--- src/rtl/bbspi_pkg.sv ---
// ----------------------------------------------------------------------------
// bbspi_pkg
// Shared types and constants for the bit-bang SPI master core.
// ----------------------------------------------------------------------------
package bbspi_pkg;

  localparam int COUNT_BITS  = 16;  // width of the byte counter (8..32)
  localparam int HALF_STEPS  = 16;  // half-bit steps per byte
  localparam int HALF_BITS   = 4;   // bits that index a half-step
  localparam int HALF_CNT_W  = 5;   // half-step counter, holds HALF_STEPS itself
  localparam int CFG_IDX_W   = 3;
  localparam int CFG_DATA_W  = 8;

  localparam logic [7:0] MSB_MASK = 8'h80;
  localparam logic [7:0] LSB_MASK = 8'h01;

  // configuration register indexes
  typedef enum logic [CFG_IDX_W-1:0] {
    REG_SOFT_ENABLE    = 3'd0,
    REG_CLOCK_POLARITY = 3'd1,
    REG_CLOCK_PHASE    = 3'd2,
    REG_LSB_FIRST      = 3'd3,
    REG_BAUD_DIVIDER   = 3'd4,
    REG_START_HOLD     = 3'd5,
    REG_END_HOLD       = 3'd6
  } cfg_reg_t;

  typedef enum logic [2:0] {
    PH_START      = 3'd0,
    PH_LOAD_HOLD  = 3'd1,
    PH_START_HOLD = 3'd2,
    PH_BYTE       = 3'd3,  // byte fetch, or end hold when no bytes remain
    PH_SHIFT      = 3'd4
  } phase_t;

  localparam logic CMD_TICK = 1'b0;
  localparam logic CMD_LOAD = 1'b1;

  typedef struct packed {
    logic       soft_enable;
    logic       clock_polarity;
    logic       clock_phase;
    logic       lsb_first;
    logic [7:0] baud_divider;
    logic [7:0] start_hold;
    logic [7:0] end_hold;
  } cfg_t;

  typedef struct packed {
    logic        cmd;
    logic [15:0] byte_count;
    logic [7:0]  tx_data;
    logic        miso;
  } in_item_t;

  typedef struct packed {
    logic       clk_update;
    logic       clk_level;
    logic       mosi_update;
    logic       mosi_level;
    logic       start_event;
    logic       end_event;
    logic       byte_done;
    logic [7:0] rx_byte;
    logic       tx_taken;
  } out_item_t;

endpackage

--- src/rtl/bbspi_if.sv ---
// ----------------------------------------------------------------------------
// bbspi_if
// Valid/ready channels for command items and step results.
// ----------------------------------------------------------------------------
interface bbspi_in_if;
  logic                 valid;
  logic                 ready;
  bbspi_pkg::in_item_t  data;
  modport source (output valid, output data, input ready);
  modport sink   (input valid, input data, output ready);
endinterface

interface bbspi_out_if;
  logic                 valid;
  logic                 ready;
  bbspi_pkg::out_item_t data;
  modport source (output valid, output data, input ready);
  modport sink   (input valid, input data, output ready);
endinterface

--- src/rtl/bbspi_cfg_regs.sv ---
// ----------------------------------------------------------------------------
// bbspi_cfg_regs
// Write-only configuration registers.
// ----------------------------------------------------------------------------
module bbspi_cfg_regs (
  input  logic                             clk,
  input  logic                             rst,
  input  logic                             cfg_write,
  input  logic [bbspi_pkg::CFG_IDX_W-1:0]  cfg_index,
  input  logic [bbspi_pkg::CFG_DATA_W-1:0] cfg_data,
  output bbspi_pkg::cfg_t                  cfg
);

  always_ff @(posedge clk) begin
    if (rst) begin
      cfg <= '0;
    end else if (cfg_write) begin
      case (cfg_index)
        bbspi_pkg::REG_SOFT_ENABLE:    cfg.soft_enable    <= cfg_data[0];
        bbspi_pkg::REG_CLOCK_POLARITY: cfg.clock_polarity <= cfg_data[0];
        bbspi_pkg::REG_CLOCK_PHASE:    cfg.clock_phase    <= cfg_data[0];
        bbspi_pkg::REG_LSB_FIRST:      cfg.lsb_first      <= cfg_data[0];
        bbspi_pkg::REG_BAUD_DIVIDER:   cfg.baud_divider   <= cfg_data[7:0];
        bbspi_pkg::REG_START_HOLD:     cfg.start_hold     <= cfg_data[7:0];
        bbspi_pkg::REG_END_HOLD:       cfg.end_hold       <= cfg_data[7:0];
        default: ;
      endcase
    end
  end

endmodule

--- src/rtl/bbspi_engine.sv ---
// ----------------------------------------------------------------------------
// bbspi_engine
// Sequencer state and single-pass next-state logic for one command item.
// ----------------------------------------------------------------------------
module bbspi_engine (
  input  logic                 clk,
  input  logic                 rst,
  input  logic                 step,
  input  bbspi_pkg::in_item_t  item,
  input  bbspi_pkg::cfg_t      cfg,
  output bbspi_pkg::out_item_t res
);

  bbspi_pkg::phase_t                   phase, phase_next;
  logic                                busy, busy_next;
  logic [7:0]                          tick_count, tick_count_next;
  logic [7:0]                          hold_count, hold_count_next;
  logic [7:0]                          start_hold_copy, start_hold_copy_next;
  logic [bbspi_pkg::HALF_CNT_W-1:0]    half_bit_index, half_bit_index_next;
  logic [7:0]                          tx_word, tx_word_next;
  logic [7:0]                          rx_word, rx_word_next;
  logic [bbspi_pkg::COUNT_BITS-1:0]    bytes_left, bytes_left_next;

  always_comb begin
    logic                             go;
    logic [bbspi_pkg::HALF_BITS-1:0]  h;
    logic [2:0]                       bit_sel;
    logic [7:0]                       mask;

    phase_next           = phase;
    busy_next            = busy;
    tick_count_next      = tick_count;
    hold_count_next      = hold_count;
    start_hold_copy_next = start_hold_copy;
    half_bit_index_next  = half_bit_index;
    tx_word_next         = tx_word;
    rx_word_next         = rx_word;
    bytes_left_next      = bytes_left;
    res                  = '0;
    go                   = 1'b0;
    h                    = '0;
    bit_sel              = '0;
    mask                 = '0;

    if (item.cmd == bbspi_pkg::CMD_LOAD) begin
      bytes_left_next = bbspi_pkg::COUNT_BITS'(item.byte_count);
      phase_next      = bbspi_pkg::PH_START;
      busy_next       = 1'b1;
    end else if (cfg.soft_enable && busy) begin
      if (tick_count >= cfg.baud_divider) begin
        tick_count_next = '0;
        go = 1'b1;
        if (phase_next == bbspi_pkg::PH_START) begin
          res.start_event      = 1'b1;
          start_hold_copy_next = cfg.start_hold;
          phase_next           = bbspi_pkg::PH_LOAD_HOLD;
          go                   = 1'b0;
        end
        if (go && phase_next == bbspi_pkg::PH_LOAD_HOLD) begin
          hold_count_next = start_hold_copy;
          phase_next      = bbspi_pkg::PH_START_HOLD;
        end
        if (go && phase_next == bbspi_pkg::PH_START_HOLD) begin
          if (hold_count_next != 8'd0) begin
            hold_count_next = hold_count_next - 8'd1;
            go = 1'b0;
          end else begin
            hold_count_next = cfg.end_hold;
            phase_next      = bbspi_pkg::PH_BYTE;
          end
        end
        if (go && phase_next == bbspi_pkg::PH_BYTE) begin
          if (bytes_left == '0) begin
            // end hold: drive idle clock, then finish
            if (hold_count_next != 8'd0) begin
              hold_count_next = hold_count_next - 8'd1;
            end else begin
              phase_next    = bbspi_pkg::PH_START;
              busy_next     = 1'b0;
              res.end_event = 1'b1;
            end
            res.clk_update = 1'b1;
            res.clk_level  = cfg.clock_polarity;
            go = 1'b0;
          end else begin
            tx_word_next        = item.tx_data;
            res.tx_taken        = 1'b1;
            half_bit_index_next = '0;
            phase_next          = bbspi_pkg::PH_SHIFT;
          end
        end
        if (go && phase_next == bbspi_pkg::PH_SHIFT) begin
          h       = half_bit_index_next[bbspi_pkg::HALF_BITS-1:0];
          bit_sel = h[bbspi_pkg::HALF_BITS-1:1];
          mask    = cfg.lsb_first ? (bbspi_pkg::LSB_MASK << bit_sel)
                                  : (bbspi_pkg::MSB_MASK >> bit_sel);
          res.clk_update  = 1'b1;
          res.clk_level   = h[0] ^ cfg.clock_polarity;
          res.mosi_update = 1'b1;
          res.mosi_level  = |(tx_word_next & mask);
          if ((h[0] ^ cfg.clock_phase) == 1'b0) begin
            rx_word_next = item.miso ? (rx_word | mask) : (rx_word & ~mask);
          end
          half_bit_index_next = bbspi_pkg::HALF_CNT_W'(h) + 1'b1;
          if (half_bit_index_next == bbspi_pkg::HALF_CNT_W'(bbspi_pkg::HALF_STEPS)) begin
            res.byte_done   = 1'b1;
            res.rx_byte     = rx_word_next;
            bytes_left_next = bytes_left - 1'b1;
            phase_next      = bbspi_pkg::PH_BYTE;
          end
        end
      end else begin
        tick_count_next = tick_count + 8'd1;
      end
    end
  end

  always_ff @(posedge clk) begin
    if (rst) begin
      phase           <= bbspi_pkg::PH_START;
      busy            <= 1'b0;
      tick_count      <= '0;
      hold_count      <= '0;
      start_hold_copy <= '0;
      half_bit_index  <= '0;
      tx_word         <= '0;
      rx_word         <= '0;
      bytes_left      <= '0;
    end else if (step) begin
      phase           <= phase_next;
      busy            <= busy_next;
      tick_count      <= tick_count_next;
      hold_count      <= hold_count_next;
      start_hold_copy <= start_hold_copy_next;
      half_bit_index  <= half_bit_index_next;
      tx_word         <= tx_word_next;
      rx_word         <= rx_word_next;
      bytes_left      <= bytes_left_next;
    end
  end

  a_load_arms: assert property (@(posedge clk) disable iff (rst)
    step && item.cmd == bbspi_pkg::CMD_LOAD |=> busy && phase == bbspi_pkg::PH_START)
    else $error("load did not arm the sequencer");

  a_end_idles: assert property (@(posedge clk) disable iff (rst)
    step && res.end_event |=> !busy)
    else $error("busy still set after end event");

  a_byte_done_fetch: assert property (@(posedge clk) disable iff (rst)
    step && res.byte_done |=> phase == bbspi_pkg::PH_BYTE)
    else $error("byte completion did not return to byte fetch");

  a_taken_shift: assert property (@(posedge clk) disable iff (rst)
    step && res.tx_taken |=> phase == bbspi_pkg::PH_SHIFT && half_bit_index == 1)
    else $error("latched byte did not start shifting");

  a_half_range: assert property (@(posedge clk) disable iff (rst)
    half_bit_index <= bbspi_pkg::HALF_CNT_W'(bbspi_pkg::HALF_STEPS))
    else $error("half-step index out of range");

endmodule

--- src/rtl/bit_bang_spi_master_core.sv ---
// ----------------------------------------------------------------------------
// bit_bang_spi_master_core
// Tick-driven SPI master sequencer: one result per command item.
//
//   channel  | dir | payload
//   ---------+-----+---------------------------------------------------
//   items    | in  | cmd, byte_count, tx_data, miso
//   results  | out | clk/mosi updates and levels, events, rx_byte, tx_taken
//   cfg_*    | in  | register write: index 0..6, 8-bit data
//
// One item per clock sustained while results is ready. An accepted item is
// held in the input register, processed by the sequencer logic, and its
// result is written to the result register. When results stalls, the input
// register holds and items.ready drops only once both registers are full.
// Synchronous reset clears all control and sequencer state; no clearing pass.
// ----------------------------------------------------------------------------
module bit_bang_spi_master_core (
  input  logic                             clk,
  input  logic                             rst,
  input  logic                             cfg_write,
  input  logic [bbspi_pkg::CFG_IDX_W-1:0]  cfg_index,
  input  logic [bbspi_pkg::CFG_DATA_W-1:0] cfg_data,
  bbspi_in_if.sink                         items,
  bbspi_out_if.source                      results
);

  bbspi_pkg::cfg_t      cfg;
  bbspi_pkg::in_item_t  in_item;
  bbspi_pkg::out_item_t step_res;
  logic                 in_valid;
  logic                 out_valid;
  bbspi_pkg::out_item_t out_item;
  logic                 step;

  // process the held item when the result register is free or draining
  assign step        = in_valid && (!out_valid || results.ready);
  assign items.ready = !in_valid || step;

  assign results.valid = out_valid;
  assign results.data  = out_item;

  bbspi_cfg_regs u_cfg (
    .clk       (clk),
    .rst       (rst),
    .cfg_write (cfg_write),
    .cfg_index (cfg_index),
    .cfg_data  (cfg_data),
    .cfg       (cfg)
  );

  bbspi_engine u_engine (
    .clk  (clk),
    .rst  (rst),
    .step (step),
    .item (in_item),
    .cfg  (cfg),
    .res  (step_res)
  );

  always_ff @(posedge clk) begin
    if (rst) begin
      in_valid <= 1'b0;
    end else if (items.ready) begin
      in_valid <= items.valid;
    end
  end

  always_ff @(posedge clk) begin
    if (items.valid && items.ready) begin
      in_item <= items.data;
    end
  end

  always_ff @(posedge clk) begin
    if (rst) begin
      out_valid <= 1'b0;
    end else if (step) begin
      out_valid <= 1'b1;
    end else if (results.ready) begin
      out_valid <= 1'b0;
    end
  end

  always_ff @(posedge clk) begin
    if (step) begin
      out_item <= step_res;
    end
  end

endmodule
--- src/flat_wrapper.sv ---
// flat-port wrapper written by rule: the top's interface ports become plain ports
module bit_bang_spi_master_core_flat 
  (clk, rst, cfg_write, cfg_index, cfg_data, items_valid, items_data, items_ready, results_valid, results_data, results_ready);
  bbspi_in_if items_i ();
  bbspi_out_if results_i ();
  input  logic clk;
  input  logic rst;
  input  logic cfg_write;
  input  logic [bbspi_pkg::CFG_IDX_W-1:0] cfg_index;
  input  logic [bbspi_pkg::CFG_DATA_W-1:0] cfg_data;
  input wire logic [$bits(items_i.valid)-1:0] items_valid;
  input wire logic [$bits(items_i.data)-1:0] items_data;
  output wire logic [$bits(items_i.ready)-1:0] items_ready;
  output wire logic [$bits(results_i.valid)-1:0] results_valid;
  output wire logic [$bits(results_i.data)-1:0] results_data;
  input wire logic [$bits(results_i.ready)-1:0] results_ready;
  assign items_i.valid = items_valid;
  assign items_i.data = items_data;
  assign items_ready = items_i.ready;
  assign results_valid = results_i.valid;
  assign results_data = results_i.data;
  assign results_i.ready = results_ready;
  bit_bang_spi_master_core u_core (.clk(clk), .rst(rst), .cfg_write(cfg_write), .cfg_index(cfg_index), .cfg_data(cfg_data), .items(items_i), .results(results_i));
endmodule
--- config.mk ---
export PLATFORM = sky130hd
export DESIGN_NAME = bit_bang_spi_master_core_flat
export DESIGN_NICKNAME = d
export VERILOG_FILES = /design/src/rtl/bbspi_pkg.sv /design/src/rtl/bbspi_if.sv /design/src/rtl/bbspi_cfg_regs.sv /design/src/rtl/bbspi_engine.sv /design/src/rtl/bit_bang_spi_master_core.sv /design/src/flat_wrapper.sv
export SDC_FILE = /design/constraint.sdc
export NUM_CORES = 1
export LEC_CHECK = 0
export BUFFER_PORTS_ARGS = -buffer_cell sky130_fd_sc_hd__buf_2
export CAP_MARGIN = 10
export CORE_UTILIZATION = 65
export DETAILED_ROUTE_END_ITERATION = 10
export PLACE_DENSITY = 0.86
export SETUP_SLACK_MARGIN = 0.1
export SLEW_MARGIN = 40
export SYNTH_ARGS = -nofsm -noshare
export SYNTH_HDL_FRONTEND = slang
export SYNTH_HIERARCHICAL = 1
export SYNTH_SLANG_ARGS = --single-unit
--- constraint.sdc ---
create_clock -name clk -period 7.8 [get_ports clk]
set_clock_uncertainty 0.1 [all_clocks]
set_input_delay 1.56 -clock clk [delete_from_list [all_inputs] [get_ports clk]]
set_output_delay 1.56 -clock clk [all_outputs]
set_load 0.03 [all_outputs]
==> results of run 1 <==
[registers in the layout, indices dropped and copies added, names as in the netlist]
name                             count
u_core/u_engine/tx_word              8
u_core/u_engine/bytes_left          16
u_core/in_valid                      1
u_core/u_engine/tick_count           8
u_core/u_engine/start_hold_copy      8
u_core/u_cfg/cfg                    28
u_core/u_engine/phase                3
u_core/u_engine/rx_word              8
u_core/in_item                      26
u_core/results.data                 16
u_core/results.valid                 1
u_core/u_engine/busy                 1
u_core/u_engine/half_bit_index       4
u_core/u_engine/hold_count           8
[area by class of cell]
type | instances | area [um2] | area share
multi-input cells | 569 | 3791 | 0.4691
flip-flops and latches | 136 | 3143 | 0.3889
clock buffers | 21 | 481.7 | 0.05961
repair buffers | 62 | 321.6 | 0.03979
well taps | 136 | 170.2 | 0.02106
clock inverters | 11 | 106.4 | 0.01316
inverters | 18 | 67.56 | 0.008360
[worst register-to-register path: cells and delay by family (launching register included)]
| kind | cells | cell delay, ns |
|---|---|---|
| flops | 1 | 0.57 |
| simple gates | 7 | 1.64 |
| mux | 1 | 0.20 |
| compound gates | 4 | 1.51 |
| buf+inv | 1 | 0.10 |
| fa+ha+maj | 2 | 0.48 |
[logic make-up after synthesis]
group                    after synthesis  share of synthesized area
AO/OA/AOI/OAI                        150                     0.1471
adder cells (fa/ha/maj)               15                    0.02618
XOR/XNOR                              15                    0.01938
flip-flops                           136                     0.4385
buffers and inverters                 53                    0.03369
AND/OR/NAND/NOR                      324                     0.2425
multiplexers                          65                    0.09269
[metal layers]
layer | routed length, um | up-vias | global-route usage | share of wire
li1 | - | 2875 | - | -
met1 | 7346 | 2882 | 0.4179 | 0.43
met2 | 8195 | 227 | 0.5143 | 0.48
met3 | 1147 | 38 | 0.06991 | 0.067
met4 | 395 | 0 | 0.1272 | 0.023
met5 | 0 | - | 0 | 0
[layout by cell type, fill, tap and decap left out, drive strengths merged, types with 4 or more instances in the layout]
cell type / instances
nor4: 14
mux2i: 60
and2: 11
nand4: 13
inv: 23
a221oi: 5
nand3: 21
nor2b: 5
edfxtp: 42
nor3b: 4
a211oi: 12
dfxtp: 94
o21ai: 34
clkbuf: 21
mux2: 5
ha: 15
and3: 6
nor3: 26
buf: 62
nor4b: 5
o211ai: 6
nor2: 91
or3: 5
xor2: 10
a21oi: 40
clkinv: 4
xnor2: 5
nand2: 53
a31oi: 6
a21o: 6
nand2b: 48
o311a: 6
[how the worst max path moves through the flow]
stage	startpoint	to	slack [ns]	depth (start not counted)
global placement	u_core/u_engine/phase[0]	u_core/u_engine/bytes_left[8]	3.42	15
floorplan	u_core/u_engine/phase[1]	u_core/u_engine/bytes_left[8]	3.71	18
global route	u_core/u_engine/phase[0]	u_core/u_engine/bytes_left[14]	2.69	15
finish	u_core/u_engine/phase[0]	u_core/u_engine/bytes_left[7]	3.06	15
detailed placement	u_core/u_engine/phase[0]	u_core/u_engine/bytes_left[8]	3.18	15
CTS	u_core/u_engine/phase[0]	u_core/u_engine/bytes_left[14]	3.12	15
[power by group through the flow]
| stage | clock [mW] | combinational (mW) | sequential (mW) |
|---|---|---|---|
| floorplan | 0 | 0.0619 | 0.781 |
| global placement | 0 | 0.0955 | 0.778 |
| detailed placement | 0 | 0.0986 | 0.779 |
| CTS | 0.790 | 0.101 | 0.765 |
| global route | 0.823 | 0.111 | 0.767 |
| finish | 0.780 | 0.102 | 0.765 |
[through the flow]
| stage | instance area (um2) | hold slack [ns] | worst slack (ns) | cells | power, mW |
|---|---|---|---|---|---|
| floorplan | 7168 | 0.3448 | 3.714 | 758 | 0.8431 |
| global placement | 7482 | 0.3572 | 3.422 | 921 | 0.8737 |
| detailed placement | 7482 | 0.3638 | 3.181 | 921 | 0.8780 |
| CTS | 8070 | 0.3733 | 3.117 | 953 | 1.656 |
| global route | 8082 | 0.4100 | 2.691 | 953 | 1.701 |
| finish | 8082 | 0.3742 | 3.060 | 953 | 1.648 |
==> flow_summary.toml, run 1 <==
[cts]
clock_latency_ns = 0.52
cts-resized-gates = 0
cts_hold_buf = 0
root_buffer = "clkbuf_8"
clk_path_buf_depth = 2
cts_tree = "yes"
cts_setup_buffers = 0
numCtsBuffers = 17
clk_pin_slew_ns = 0.06
cts_num_sinks = 136
h-tree-depth = 4

[pwr]
vdd_drop_max_mv = 0.3133
internal_power_mw = 1.262
switching_power_uw = 385.8
power.share.switching = 0.2342
seq_power_share = 0.464
p_comb_frac = 0.062
power.leakage_nw = 3.127
pwr-share-clk = 0.474
powerDensity_mw_per_mm2 = 203.9

[grt]
grt_overflow_total = 0
antenna_found_initial = 0
grt_pass1_wl_um = 28520
track_usage = 0.3194
grt_pass1_vias = 5841
grt_max_degree = 96

[timing]
worstMarginPinSlew_ns = 0.7854
drv_slew = 0
finalSetupTns_ns = 0
period_share = 0.6077
period_minus_slack_ns = 4.740
setup_violations = 0
max_slew_margin = 0.4752
fmax_ghz = 0.2110
rsz0062_at_grt = "false"
finalHoldViolCount = 0

[worst_setup_path]
cp_cell_sequence = "or3b_4, mux2i_1, ha_1, and4_1, o21ai_1, a21bo_2, nand2_1, inv_1, ha_1, nand3_1, nor2_1, and3_1, o21ai_1, a221oi_1, nor2_1"
worstPathArrival_ns = 5.01
crit_family = "simple AND/OR/NAND/NOR gates"
crit_buf_inv = 1
critPathRequiredTime_ns = 8.07
critPathCaptureType = "register"
reg2reg_to = "u_core/u_engine/bytes_left[7]"
cp_max_fo = 18
criticalPathCategory = "register to register"
reg2reg_from = "u_core/u_engine/phase[0]"
ff2ff_path_depth = 15
cp-start-kind = "register"
critical_path.max_stage_delay_ns = 0.57
worst-r2r-setup-slack_ns = 3.06
cp_slowest_cell = "dfxtp_1"

[floorplanning]
initial_utilization = 0.6821
chipWidth_um = 107.0
fp.dieH_um = 107.0
pin_count = 60
die-area_mm2 = 0.01145
design.core.area_mm2 = 0.01051
placementRows = 37

[yosys]
async_reset_ff_frac = 0
synth_warnings = 6
synth_edf_count = 42
synth_top_area_frac = 0.2625
ys_seq_elements = 136
ys_types = 85
netlist.top_cell.by_area = "dfxtp_1"
syn_area_mm2 = 0.007168
syn_nets = 815
yosysSeqAreaShare = 0.4385
ys.flop_type = "dfxtp_1"
synth_area_leaders = "dfxtp_1, edfxtp_1, mux2i_1"
synthTopCellsByCount = "dfxtp_1, nor2_1, mux2i_1"
syn_avg_cell_area_um2 = 9.457
synth_most_common_cell = "dfxtp_1"
synth_cells = 758

[detailed_routing]
wire_per_inst_um = 17.93
vias = 6022
routed_via_density = 6.319
totalWireLength_um = 17090
drtPass1Iterations = 6
ant_nets = 0
initialDrtViolationCount = 383
drc = 0

[placed_design]
io_buffers = 59
dp_hpwl_um = 11580
place_congestion = 0.9622

[layout]
fin_nets = 861
diodes = 0
final_core_util = 0.7690
nFillCells = 725
syn_to_final_growth_pct = 12.74
drive_gt1_frac = 0.1628

[worst_hold_path]
min-delay-start = "u_core/u_engine/rx_word[7]"
hold_class = "register to register"
hold_depth = 2
min_to = "u_core/u_engine/rx_word[7]"

[outcome]
status = "completed"

[flow_run]
drv_cap = 0
Note: power is estimated with default switching activity, not from simulation.
==> inputs of run 2 (changes only) <==
- CORE_UTILIZATION: 65 -> 54
- PLACE_DENSITY: 0.86 -> 0.76
- clock period: 7.8 -> 4.3 ns (I/O delays scaled with it)
==> run 2 against run 1 <==
- clock power is 78% higher
- combinational power is 85% higher
- via count hardly changed
- sequential cell count stayed put
- critical path type unchanged
==> flow_summary.toml, run 2 (synthesis results as in run 1) <==
[outcome]
status = "completed"

[worst_setup_path]
worstPathArrival_ns = 4.18
cp_slowest_cell = "or3b_4"
critPathCaptureType = "register"
worstSetupStartpoint = "u_core/u_engine/phase[2]"
reg2reg_to = "u_core/u_engine/bytes_left[4]"
critPathRequiredTime_ns = 4.52
cp_common_cell = "nand3_1"
ff2ff_path_depth = 15
criticalPathCategory = "register to register"
cp_max_fo = 12
reg2reg_from = "u_core/u_engine/phase[2]"
cp_cell_sequence = "or3b_4, mux2i_2, ha_2, and4_1, o21ai_2, a21bo_2, nand2_1, inv_1, ha_1, nand3_1, nor2_2, nand3_1, nor4b_1, nand4_1, o311a_1"
critical_path.max_stage_delay_ns = 0.51
worst-r2r-setup-slack_ns = 0.34
cp-start-kind = "register"
endpoint = "u_core/u_engine/bytes_left[4]"

[detailed_routing]
totalWireLength_um = 16910
initialDrtViolationCount = 534
ant_nets = 0
vias = 6017
wire_per_inst_um = 16.91
routed_via_density = 6.017
drtPass1Iterations = 5
drc = 0

[timing]
setup_violations = 0
period_share = 0.9209
max_slew_margin = 0.5889
worstMarginPinSlew_ns = 0.6135
finalHoldViolCount = 0
finalSetupTns_ns = 0
fmax_ghz = 0.2525
period_minus_slack_ns = 3.960
rsz0062_at_grt = "false"
drv_slew = 0

[pwr]
internal_power_mw = 2.240
power.leakage_nw = 3.157
p_comb_frac = 0.064
vdd_drop_max_mv = 0.5098
power.share.switching = 0.2449
pwr-share-clk = 0.470
powerDensity_mw_per_mm2 = 361.1
switching_power_uw = 726.5
seq_power_share = 0.466

[layout]
diodes = 0
syn_to_final_growth_pct = 14.63
fin_area_mm2 = 0.008217
reg_top3 = "u_core/u_cfg/cfg x28, u_core/in_item x26"
largest_reg_flops = 28
nFillCells = 1013
largest_register = "u_core/u_cfg/cfg"
fin_nets = 872
layout_common_cells = "dfxtp_1, nor2_1, buf_2, mux2i_1, nand2_1"
layout_commonest_cell = "dfxtp_1"
drive_gt1_frac = 0.1812

[floorplanning]
chipWidth_um = 117.2
die-area_mm2 = 0.01374
design.core.area_mm2 = 0.01277
fp.dieH_um = 117.2
initial_utilization = 0.5612
pin_count = 60
placementRows = 41

[cts]
h-tree-depth = 4
clock_latency_ns = 0.43
cts_setup_buffers = 0
root_buffer = "clkbuf_16"
cts_num_sinks = 136
numCtsBuffers = 17
clk_pin_slew_ns = 0.06
cts_tree = "yes"
clk_path_buf_depth = 2

[flow_run]
drv_cap = 0

[worst_hold_path]
hold_depth = 2
hold_class = "register to register"

[placed_design]
place_congestion = 0.8835
dp_hpwl_um = 12160
io_buffers = 59
dpl_cell_area_mm2 = 0.007622

[grt]
antenna_found_initial = 0
grt_max_degree = 55
grt_pass1_wl_um = 27730
track_usage = 0.2631
grt_overflow_total = 0
grt_pass1_vias = 5748
-- run 2: how the worst min path moves through the flow --
stage | startpoint | to | slack [ns]
2_1_floorplan | u_core/u_cfg/cfg[1] | u_core/u_cfg/cfg[1] | 0.34
3_3_place_gp | u_core/u_engine/rx_word[0] | u_core/u_engine/rx_word[0] | 0.36
3_5_place_dp | u_core/u_cfg/cfg[15] | u_core/u_cfg/cfg[15] | 0.37
4_1_cts | u_core/u_engine/tx_word[3] | u_core/u_engine/tx_word[3] | 0.38
5_1_grt | u_core/u_cfg/cfg[15] | u_core/u_cfg/cfg[15] | 0.40
6_report | u_core/u_cfg/cfg[15] | u_core/u_cfg/cfg[15] | 0.37
-- run 2: stage by stage --
step | worst slack (ns) | util | total power, mW | hold WS [ns] | std cells
after CTS | 0.1647 | 0.6413 | 2.991 | 0.3773 | 1000
final | 0.3403 | 0.6433 | 2.967 | 0.3747 | 1000
after floorplan | 0.2138 | - | 1.529 | 0.3448 | 758
after detailed placement | 0.2014 | 0.5967 | 1.597 | 0.3681 | 968
after global routing | 0.1021 | 0.6433 | 3.074 | 0.3952 | 1000
after global placement | 0.3276 | 0.5967 | 1.590 | 0.3585 | 968
-- run 2: critical path: cells and delay by family, from the launching register on --
| kind | cells | cell delay (ns) |
|---|---|---|
| simple gates | 8 | 2.04 |
| compound gates | 3 | 0.65 |
| fa+ha+maj | 2 | 0.42 |
| flops | 1 | 0.32 |
| mux | 1 | 0.22 |
| buf+inv | 1 | 0.09 |
-- run 2: what timing repair did --
item,4_1_cts,5_1_grt
resized for setup,0,7
hold buffers,0,0
endpoints found under the setup margin,0,19
-- run 2: power by group through the flow --
| stage | clock network, mW | registers (mW) | logic (mW) |
|---|---|---|---|
| 5_1_grt | 1.48 | 1.39 | 0.205 |
| 3_5_place_dp | 0 | 1.41 | 0.186 |
| 6_report | 1.39 | 1.38 | 0.189 |
| 3_3_place_gp | 0 | 1.41 | 0.181 |
| 4_1_cts | 1.42 | 1.38 | 0.188 |
| 2_1_floorplan | 0 | 1.42 | 0.112 |
-- run 2: area by class of cell --
class,count,area [um2],share of cell area
Tap cell,172,215.2,0.02619
Clock buffer,17,425.4,0.05177
Sequential cell,136,3143,0.3825
Timing Repair Buffer,73,412.9,0.05025
Clock inverter,15,143.9,0.01751
Inverter,18,67.56,0.008223
Multi-Input combinational cell,569,3809,0.4635
-- run 2: routing by layer --
metal | vias up | track usage | share of wire
met3 | 26 | 0.06746 | 0.058
met4 | 0 | 0.1038 | 0.017
met1 | 2866 | 0.3353 | 0.45
met5 | - | 0 | 0
met2 | 223 | 0.4271 | 0.47
li1 | 2902 | - | -
